$ cat src/rtl/mtid_pkg.sv
// Package for the address-to-id table: widths, status codes and controller states.
package mtid_pkg;

  localparam int unsigned TableEntriesDef = 8;
  localparam int unsigned MacW = 48;
  localparam int unsigned IdW = 8;
  localparam int unsigned StatusW = 3;

  typedef enum logic [StatusW-1:0] {
    StKnown    = 3'd0,
    StNew      = 3'd1,
    StFull     = 3'd2,
    StFound    = 3'd3,
    StNotFound = 3'd4
  } status_e;

  typedef enum logic [1:0] {
    SIdle,
    SScan,
    SReadId
  } state_e;

endpackage

$ cat src/rtl/mtid_ram.sv
// Generic single-write, single-read RAM with registered read data.
module mtid_ram #(
  parameter int unsigned Width = 48,
  parameter int unsigned Depth = 8,
  localparam int unsigned AddrW = (Depth > 1) ? $clog2(Depth) : 1
) (
  input  logic             clk_i,
  input  logic             we_i,
  input  logic [AddrW-1:0] waddr_i,
  input  logic [Width-1:0] wdata_i,
  input  logic             re_i,
  input  logic [AddrW-1:0] raddr_i,
  output logic [Width-1:0] rdata_o
);

  logic [Width-1:0] mem_q [Depth];

  always_ff @(posedge clk_i) begin
    if (we_i) begin
      mem_q[waddr_i] <= wdata_i;
    end
    if (re_i) begin
      rdata_o <= mem_q[raddr_i];
    end
  end

endmodule

$ cat src/rtl/mac_to_id_assignment_table.sv
// Top level of the address-to-id table: lookup-or-insert and read-by-id over one RAM.
//
//   channel  | handshake            | payload
//   ---------+----------------------+-----------------------------------------
//   request  | start_i, busy_o      | req_type_i, mac_addr_i, query_id_i
//   result   | done_o (1-cycle)     | result_id_o, mac_out_o, status_o
//
// An assign request scans the RAM one entry per cycle (one RAM read per cycle, data
// registered) until a match or the last stored entry; an empty table answers at once.
// A by-id request reads the RAM when the id is stored and answers at once otherwise.
// Reset clears the state, entry count, scan index and done strobe; the RAM is never cleared.
// A request transfer happens when start_i is high and busy_o low; results are
// strobed for one cycle and cannot be stalled.
module mac_to_id_assignment_table #(
  parameter int unsigned TABLE_ENTRIES = mtid_pkg::TableEntriesDef
) (
  input  logic                          clk_i,
  input  logic                          rst_ni,
  input  logic                          start_i,
  output logic                          busy_o,
  input  logic                          req_type_i,
  input  logic [mtid_pkg::MacW-1:0]     mac_addr_i,
  input  logic [mtid_pkg::IdW-1:0]      query_id_i,
  output logic                          done_o,
  output logic [mtid_pkg::IdW-1:0]      result_id_o,
  output logic [mtid_pkg::MacW-1:0]     mac_out_o,
  output logic [mtid_pkg::StatusW-1:0]  status_o
);

  localparam int unsigned IdxW = (TABLE_ENTRIES > 1) ? $clog2(TABLE_ENTRIES) : 1;
  localparam int unsigned CntW = $clog2(TABLE_ENTRIES + 1);

  mtid_pkg::state_e state_q, state_d;
  logic [CntW-1:0] count_q, count_d;
  logic [IdxW-1:0] idx_q, idx_d;
  logic            done_q, done_d;

  logic [mtid_pkg::MacW-1:0] mac_q, mac_d;
  logic [mtid_pkg::IdW-1:0]  res_id_q, res_id_d;
  logic [mtid_pkg::MacW-1:0] res_mac_q, res_mac_d;
  mtid_pkg::status_e         res_st_q, res_st_d;

  logic                      we;
  logic [IdxW-1:0]           waddr;
  logic [mtid_pkg::MacW-1:0] wdata;
  logic                      re;
  logic [IdxW-1:0]           raddr;
  logic [mtid_pkg::MacW-1:0] rdata;
  logic                      room;

  assign room = 32'(count_q) < TABLE_ENTRIES;

  always_comb begin
    state_d   = state_q;
    count_d   = count_q;
    idx_d     = idx_q;
    done_d    = 1'b0;
    mac_d     = mac_q;
    res_id_d  = res_id_q;
    res_mac_d = res_mac_q;
    res_st_d  = res_st_q;
    we        = 1'b0;
    waddr     = count_q[IdxW-1:0];
    wdata     = mac_q;
    re        = 1'b0;
    raddr     = idx_q;

    unique case (state_q)
      mtid_pkg::SIdle: begin
        if (start_i) begin
          mac_d = mac_addr_i;
          if (req_type_i) begin
            if (32'(query_id_i) < 32'(count_q)) begin
              re      = 1'b1;
              raddr   = query_id_i[IdxW-1:0];
              state_d = mtid_pkg::SReadId;
            end else begin
              done_d    = 1'b1;
              res_id_d  = '0;
              res_mac_d = '0;
              res_st_d  = mtid_pkg::StNotFound;
            end
          end else if (count_q == '0) begin
            we        = 1'b1;
            wdata     = mac_addr_i;
            count_d   = count_q + CntW'(1);
            done_d    = 1'b1;
            res_id_d  = '0;
            res_mac_d = '0;
            res_st_d  = mtid_pkg::StNew;
          end else begin
            re      = 1'b1;
            raddr   = '0;
            idx_d   = '0;
            state_d = mtid_pkg::SScan;
          end
        end
      end
      mtid_pkg::SScan: begin
        if (rdata == mac_q) begin
          done_d    = 1'b1;
          res_id_d  = mtid_pkg::IdW'(idx_q);
          res_mac_d = '0;
          res_st_d  = mtid_pkg::StKnown;
          state_d   = mtid_pkg::SIdle;
        end else if (CntW'(idx_q) + CntW'(1) == count_q) begin
          done_d    = 1'b1;
          res_mac_d = '0;
          state_d   = mtid_pkg::SIdle;
          if (room) begin
            we       = 1'b1;
            count_d  = count_q + CntW'(1);
            res_id_d = mtid_pkg::IdW'(count_q);
            res_st_d = mtid_pkg::StNew;
          end else begin
            res_id_d = '0;
            res_st_d = mtid_pkg::StFull;
          end
        end else begin
          re    = 1'b1;
          raddr = idx_q + IdxW'(1);
          idx_d = idx_q + IdxW'(1);
        end
      end
      mtid_pkg::SReadId: begin
        done_d    = 1'b1;
        res_id_d  = '0;
        res_mac_d = rdata;
        res_st_d  = mtid_pkg::StFound;
        state_d   = mtid_pkg::SIdle;
      end
      default: begin
        state_d = mtid_pkg::SIdle;
      end
    endcase
  end

  always_ff @(posedge clk_i or negedge rst_ni) begin
    if (!rst_ni) begin
      state_q <= mtid_pkg::SIdle;
      count_q <= '0;
      idx_q   <= '0;
      done_q  <= 1'b0;
    end else begin
      state_q <= state_d;
      count_q <= count_d;
      idx_q   <= idx_d;
      done_q  <= done_d;
    end
  end

  always_ff @(posedge clk_i) begin
    mac_q     <= mac_d;
    res_id_q  <= res_id_d;
    res_mac_q <= res_mac_d;
    res_st_q  <= res_st_d;
  end

  mtid_ram #(
    .Width (mtid_pkg::MacW),
    .Depth (TABLE_ENTRIES)
  ) u_ram (
    .clk_i   (clk_i),
    .we_i    (we),
    .waddr_i (waddr),
    .wdata_i (wdata),
    .re_i    (re),
    .raddr_i (raddr),
    .rdata_o (rdata)
  );

  assign busy_o      = (state_q != mtid_pkg::SIdle);
  assign done_o      = done_q;
  assign result_id_o = res_id_q;
  assign mac_out_o   = res_mac_q;
  assign status_o    = res_st_q;

endmodule
$ cat config.mk
export PLATFORM = sky130hd
export DESIGN_NAME = mac_to_id_assignment_table
export DESIGN_NICKNAME = d
export VERILOG_FILES = /design/src/rtl/mtid_pkg.sv /design/src/rtl/mtid_ram.sv /design/src/rtl/mac_to_id_assignment_table.sv
export SDC_FILE = /design/constraint.sdc
export NUM_CORES = 1
export LEC_CHECK = 0
export BUFFER_PORTS_ARGS = -buffer_cell sky130_fd_sc_hd__buf_4
export CAP_MARGIN = 25
export CORE_UTILIZATION = 40
export DETAILED_ROUTE_END_ITERATION = 8
export PLACE_DENSITY_LB_ADDON = 0.25
export SETUP_SLACK_MARGIN = 0.2
export SLEW_MARGIN = 25
export SYNTH_ARGS = -nofsm -noshare
export SYNTH_HDL_FRONTEND = slang
export SYNTH_SLANG_ARGS = --single-unit
$ cat constraint.sdc
create_clock -name clk_i -period 7.5 [get_ports clk_i]
set_input_delay 1.125 -clock clk_i [delete_from_list [all_inputs] [get_ports clk_i]]
set_output_delay 1.125 -clock clk_i [all_outputs]
set_load 0.05 [all_outputs]
=== After elaboration in Yosys (flattened, before gate mapping) ===
Memories as Yosys holds them, arrays and structs flattened. A register that Yosys moved wholly into a read port is not among the register bits.
Cells that the tools add are included.

* Flip-flop bits (word level): 117
* RAM bits: 384
* Output and inout bits: 61
* Word-level logic and storage cells: 112
* Memories: 1

{| class="wikitable"
|+ Memory list
! name !! words !! bits a word !! read ports !! clocked after Yosys merged registers in !! wr ports !! line !! source
|-
| u_ram.mem_q || 8 || 48 || 1 || 1 || 1 || mtid_ram.sv:16 || <nowiki>logic [Width-1:0] mem_q [Depth];</nowiki>
|}

* $add $sub $neg: 3
* Magnitude comparators: 2
* Eq/ne operators: 15
* Mux-type cells: 73
* Reductions and logical operators: 10

{| class="wikitable"
|+ Operator list
! operator !! number
|-
| $mux 48 || 10
|-
| $pmux 48 s3 || 1
|-
| $eq 48x48->1 || 1
|-
| $mux 8 || 6
|-
| $mux 3 || 14
|-
| $mux 4 || 7
|-
| $pmux 8 s3 || 1
|-
| $mux 1 || 19
|-
| $ne 3x3->1 const B || 5
|-
| $mux 2 || 7
|-
| $ne 2x2->1 const B || 6
|-
| $pmux 3 s2 || 2
|-
| $pmux 3 s3 || 1
|-
| $lt 8x4->1 || 1
|-
| $pmux 4 s2 || 1
|-
| $reduce_and 7->1 || 1
|-
| $reduce_and 5->1 || 1
|-
| $add 3x1->4 const B || 1
|-
| $add 4x1->4 const B || 1
|-
| $eq 4x4->1 || 1
|-
| $logic_not 4->1 || 1
|-
| $lt 4x4->1 const B || 1
|-
| $pmux 1 s2 || 2
|-
| $pmux 2 s2 || 1
|-
| other kinds (10) || 11
|}

=== Depth between registers and ports, before layout ===
* Depth after elaboration: 7
* Gate-level depth with buffers: 14
* Gate-level depth less buffers: 11

=== Modules after synthesis ===
A second synthesis with hierarchy kept.

* Cell total of the unflattened synthesis: 1033
* Area total of the unflattened synthesis: 21867.2 um^2

{| class="wikitable"
|+ By module, submodules not included
! module !! instances !! cells an instance !! area an instance (um^2) !! seq. area each (um^2)
|-
| mtid_ram || 1 || 616 || 16100.4 || 12972.4
|-
| mac_to_id_assignment_table || 1 || 417 || 5766.8 || 3343.2
|}

=== Worst setup path after synthesis ===
No wires, ideal clock.

* Path type: in2reg
* Start point: input start_i
* End point: memory u_ram.mem_q[1][0] (enable)
* Arrival time: 5.378 ns
* Setup slack: 1.609 ns
* Cell stages on the path: 6
* Path buffers: 1
* Path through: nand2_1 -> nor3_2 -> clkbuf_1 -> o21bai_1 -> nand2_1 -> nor3_1

* Longest elaborated chain between the ends: 4

{| class="wikitable"
|+ Ends and longest elaborated chain
! item !! line !! source
|-
| start: declaration || mac_to_id_assignment_table.sv:19 || <nowiki>input logic start_i,</nowiki>
|-
| $mux 1 || mac_to_id_assignment_table.sv:70 || <nowiki>if (start_i) begin</nowiki>
|-
| $pmux 1 s2 || mac_to_id_assignment_table.sv:68 || <nowiki>unique case (state_q)</nowiki>
|-
| $mux 1 || mtid_ram.sv:19 || <nowiki>if (we_i) begin</nowiki>
|-
| $mux 1 (not written as such) || mtid_ram.sv:20 || <nowiki>mem_q[waddr_i] <= wdata_i;</nowiki>
|-
| end: declaration || mtid_ram.sv:16 ||
|}

Every way passes these cells.

=== Worst setup path after layout ===
* Start point: register count_q[1]
* End point: register u_ram.rdata_o[47], read port of u_ram.mem_q (data pin)

* Longest elaborated chain between the ends: 5
* Elaborated cells between the ends (all ways): 17
* Classes of those cells: order compare: 1; eq/ne: 1; mux: 14; reduce/logical: 1

{| class="wikitable"
|+ Ends and longest elaborated chain
! item !! line !! source
|-
| start: declaration || mac_to_id_assignment_table.sv:34 || <nowiki>logic [CntW-1:0] count_q, count_d;</nowiki>
|-
| start signal: assignment || mac_to_id_assignment_table.sv:146 || <nowiki>count_q <= count_d;</nowiki>
|-
| $lt 8x4->1 / $logic_not 4->1 (equally long branches) || mac_to_id_assignment_table.sv:73, mac_to_id_assignment_table.sv:83 ||
|-
| $mux 3 (tied with other cells) || mac_to_id_assignment_table.sv:73 || <nowiki>if (32'(query_id_i) < 32'(count_q)) begin</nowiki>
|-
| $mux 3 / $mux 1 (equally long branches) || mac_to_id_assignment_table.sv:72 || <nowiki>if (req_type_i) begin</nowiki>
|-
| $mux 3 / $mux 1 (equally long branches) || mac_to_id_assignment_table.sv:70 ||
|-
| $pmux 3 s2 / $pmux 1 s2 (equally long branches) || mac_to_id_assignment_table.sv:68 ||
|-
| end: declaration || mtid_ram.sv:13 || <nowiki>output logic [Width-1:0] rdata_o</nowiki>
|}

Parallel ways exist; a longest one is shown, timed or not.
A chain may end at the register's enable or synchronous reset.

==> run summary <==
Outcome: finished clean
Core outline area: 53800 sq um
Routed WL per cell: 24.2 um
Critical Path RT: 7900 ps
Crit path kind: flip-flop to flip-flop
Highest metal used: met4
Maximum root-to-sink buffer count: 3
# rows: 85
Number of instances in the placed design: 2128
Ant. Diodes: 0
Post-CTS Setup Bufs: 0
Fmax: 212 MHz
Maxcap violations: 0
Crit-path max FO: 31
Placer Congestion: 0.838
Final wirelength: 53900 um
Die Area: 55300 sq um
Reg-to-Reg End: u_ram.rdata_o[47]
R2R depth: 13
Relative slew margins: 0.332
Skew final: 25.3 ps
Async set-reset flop share out of synthesis: 0.0183
Largest net degree at the start of global routing: 101
Metal-1 WL: 24200 um
I/O Buffers: 116
Starting density of the core: 0.404
Worst-Margin Slew: 1000 ps
Die W: 235 um
Hold-fix buffers, CTS: 0
Synthesized instance count: 1366
CP Launch Type: flip-flop
Total Power: 10.4 mW
Yosys warns: 0
Via count: 12200
Syn Std Cell Area: 21800 sq um
Initial antenna violation count: 1
Post-DP HPWL: 29900 um
GRT overflow: 0
DR pass1 iterations: 5
Worst flop-to-flop path startpoint: count_q[1]
Clock buffer count from CTS: 56
Seq/Total Area, Yosys: 0.750
RSZ-0062 raised after global routing: false
Met2 routed WL: 24300 um
Commonest cells after routing, fill and taps aside: edfxtp_1, nor2_1, buf_4
Final WS setup: 2780 ps
Leading register cell type out of synthesis: edfxtp_1
Area Overhead vs Synth: 17.2%
Hold WC Path Type: input port to asynchronous set/reset pin
# IOs: 121
Fin Setup TNS: 0 ps
TritonCTS clock tree: yes
Layout cells sized above 1: 0.195
Clock Latency Late Sink: 620 ps
Post-route ant nets: 0
Iter 0 DRT Violations: 1278
Commonest non-fill, non-tap cell in the layout: edfxtp_1
Netlist cell types: 54
Cell Pwr Density: 407 nW/um^2
Htree depth: 2
Gr usage total: 0.193
Leakage Power: 8.64 nW
Final nets: 1561
Final Hold Viols: 0
Mean Syn Cell Area: 15.9 sq um
Maximum VDD drop: 192 uV
Final setup vio count: 0
Clk slew on worst S/H paths: 60 ps
Fin crit period: 4720 ps
#FFs+latches synth: 545
Clk root buf: clkbuf_16
Remaining DRCs: 0
DR WL met3: 3790 um
R2R Setup Slk: 2780 ps
Max-slew violations: 0
Die span in y: 235 um
Via density: 5.49
Cells resized by post-CTS repair: 0
Global-route wire length before repair: 79200 um
Worst Path Arrival: 5120 ps
DP Worst Slack: 2630 ps
Number of flops mapped to enable cells by yosys: 535
Tcrit/Tclk final: 0.629
Setup crit end kind: flip-flop
Clk sinks: 545
Vias in the first global route: 12200
Layout Cells excl Fill: 2230
-- stage by stage --
stage	hold WS, ps	util	instance area (sq um)
after global placement	564	0.435	23400
after global routing	340	0.474	25500
after CTS	318	0.473	25500
after detailed placement	563	0.437	23500
final	350	0.474	25500
after floorplan	514	-	21800
-- routing by layer --
metal,global-route usage,vias up
li1,-,5486
met1,0.276,6200
met2,0.294,464
met3,0.0378,94
met4,0.0703,0
met5,0,-
-- worst max-delay path by stage --
stage,endpoint,cells after the start,slack (ps),startpoint
2_1_floorplan,u_ram.mem_q[1][0],6,1610,start_i
3_3_place_gp,u_ram.rdata_o[22],12,2670,start_i
3_5_place_dp,u_ram.rdata_o[29],12,2630,start_i
4_1_cts,u_ram.rdata_o[47],13,2750,count_q[1]
5_1_grt,u_ram.rdata_o[38],13,2540,count_q[1]
6_report,u_ram.rdata_o[47],13,2780,count_q[1]
-- kinds of logic (layout without fill, tap and decap cells) --
kind of cell / Yosys count / after routing / share of synthesized area
compound gates: 191 / 191 / 0.0727
xor+xnor: 53 / 53 / 0.0213
fa+ha+maj: 10 / 10 / 0.00575
buf+inv: 92 / 256 / 0.0200
flops: 545 / 545 / 0.750
mux: 97 / 97 / 0.0474
other cells: 1 / 5 / 0.000172
simple gates: 377 / 377 / 0.0830
-- final cells by class --
cell class	instances	area, sq um
fill	4611	28300
clock buffer	68	1450
multi-input combinational	733	5150
timing repair buffer	141	1150
clock inverter	33	513
sequential	545	16300
tap	696	871
inverter	14	52.6
-- registers in the layout (all words and copies together) (netlist names) --
register       flops
count_q            4
done_o             1
idx_q              3
mac_out_o         48
mac_q             48
result_id_o        4
state_q            2
status_o           3
u_ram.mem_q      384
u_ram.rdata_o     48
-- cell usage after synthesis (all sizes together) (31+ instances only) --
cell      n  area share
o32a     48       0.022
o311ai   48       0.019
mux2     48       0.025
buf      47       0.012
nand2b   53       0.015
mux2i    49       0.023
nor2    211       0.037
xnor2    51       0.021
o211ai   48       0.017
edfxtp  535        0.74
clkbuf   31      0.0053
and2     50       0.014
-- power breakdown --
| part | switching, mW | internal (mW) |
|---|---|---|
| Combinational | 2.16 | 0.951 |
| Clock | 1.16 | 1.82 |
| Sequential | 0.248 | 4.04 |
| Total | 3.57 | 6.81 |
-- worst max-delay path, cell delays in order, from the launching register on --
cell,delay [ps]
dfrtp_1,510
inv_1,190
ha_1,180
or3b_1,430
nor3_4,640
buf_4,500
nand2b_1,160
a31oi_1,50
o22ai_2,210
a311oi_4,110
nor2_4,590
buf_4,590
o211ai_1,180
o311ai_1,130
No activity file was read; power rests on OpenSTA's default activity.
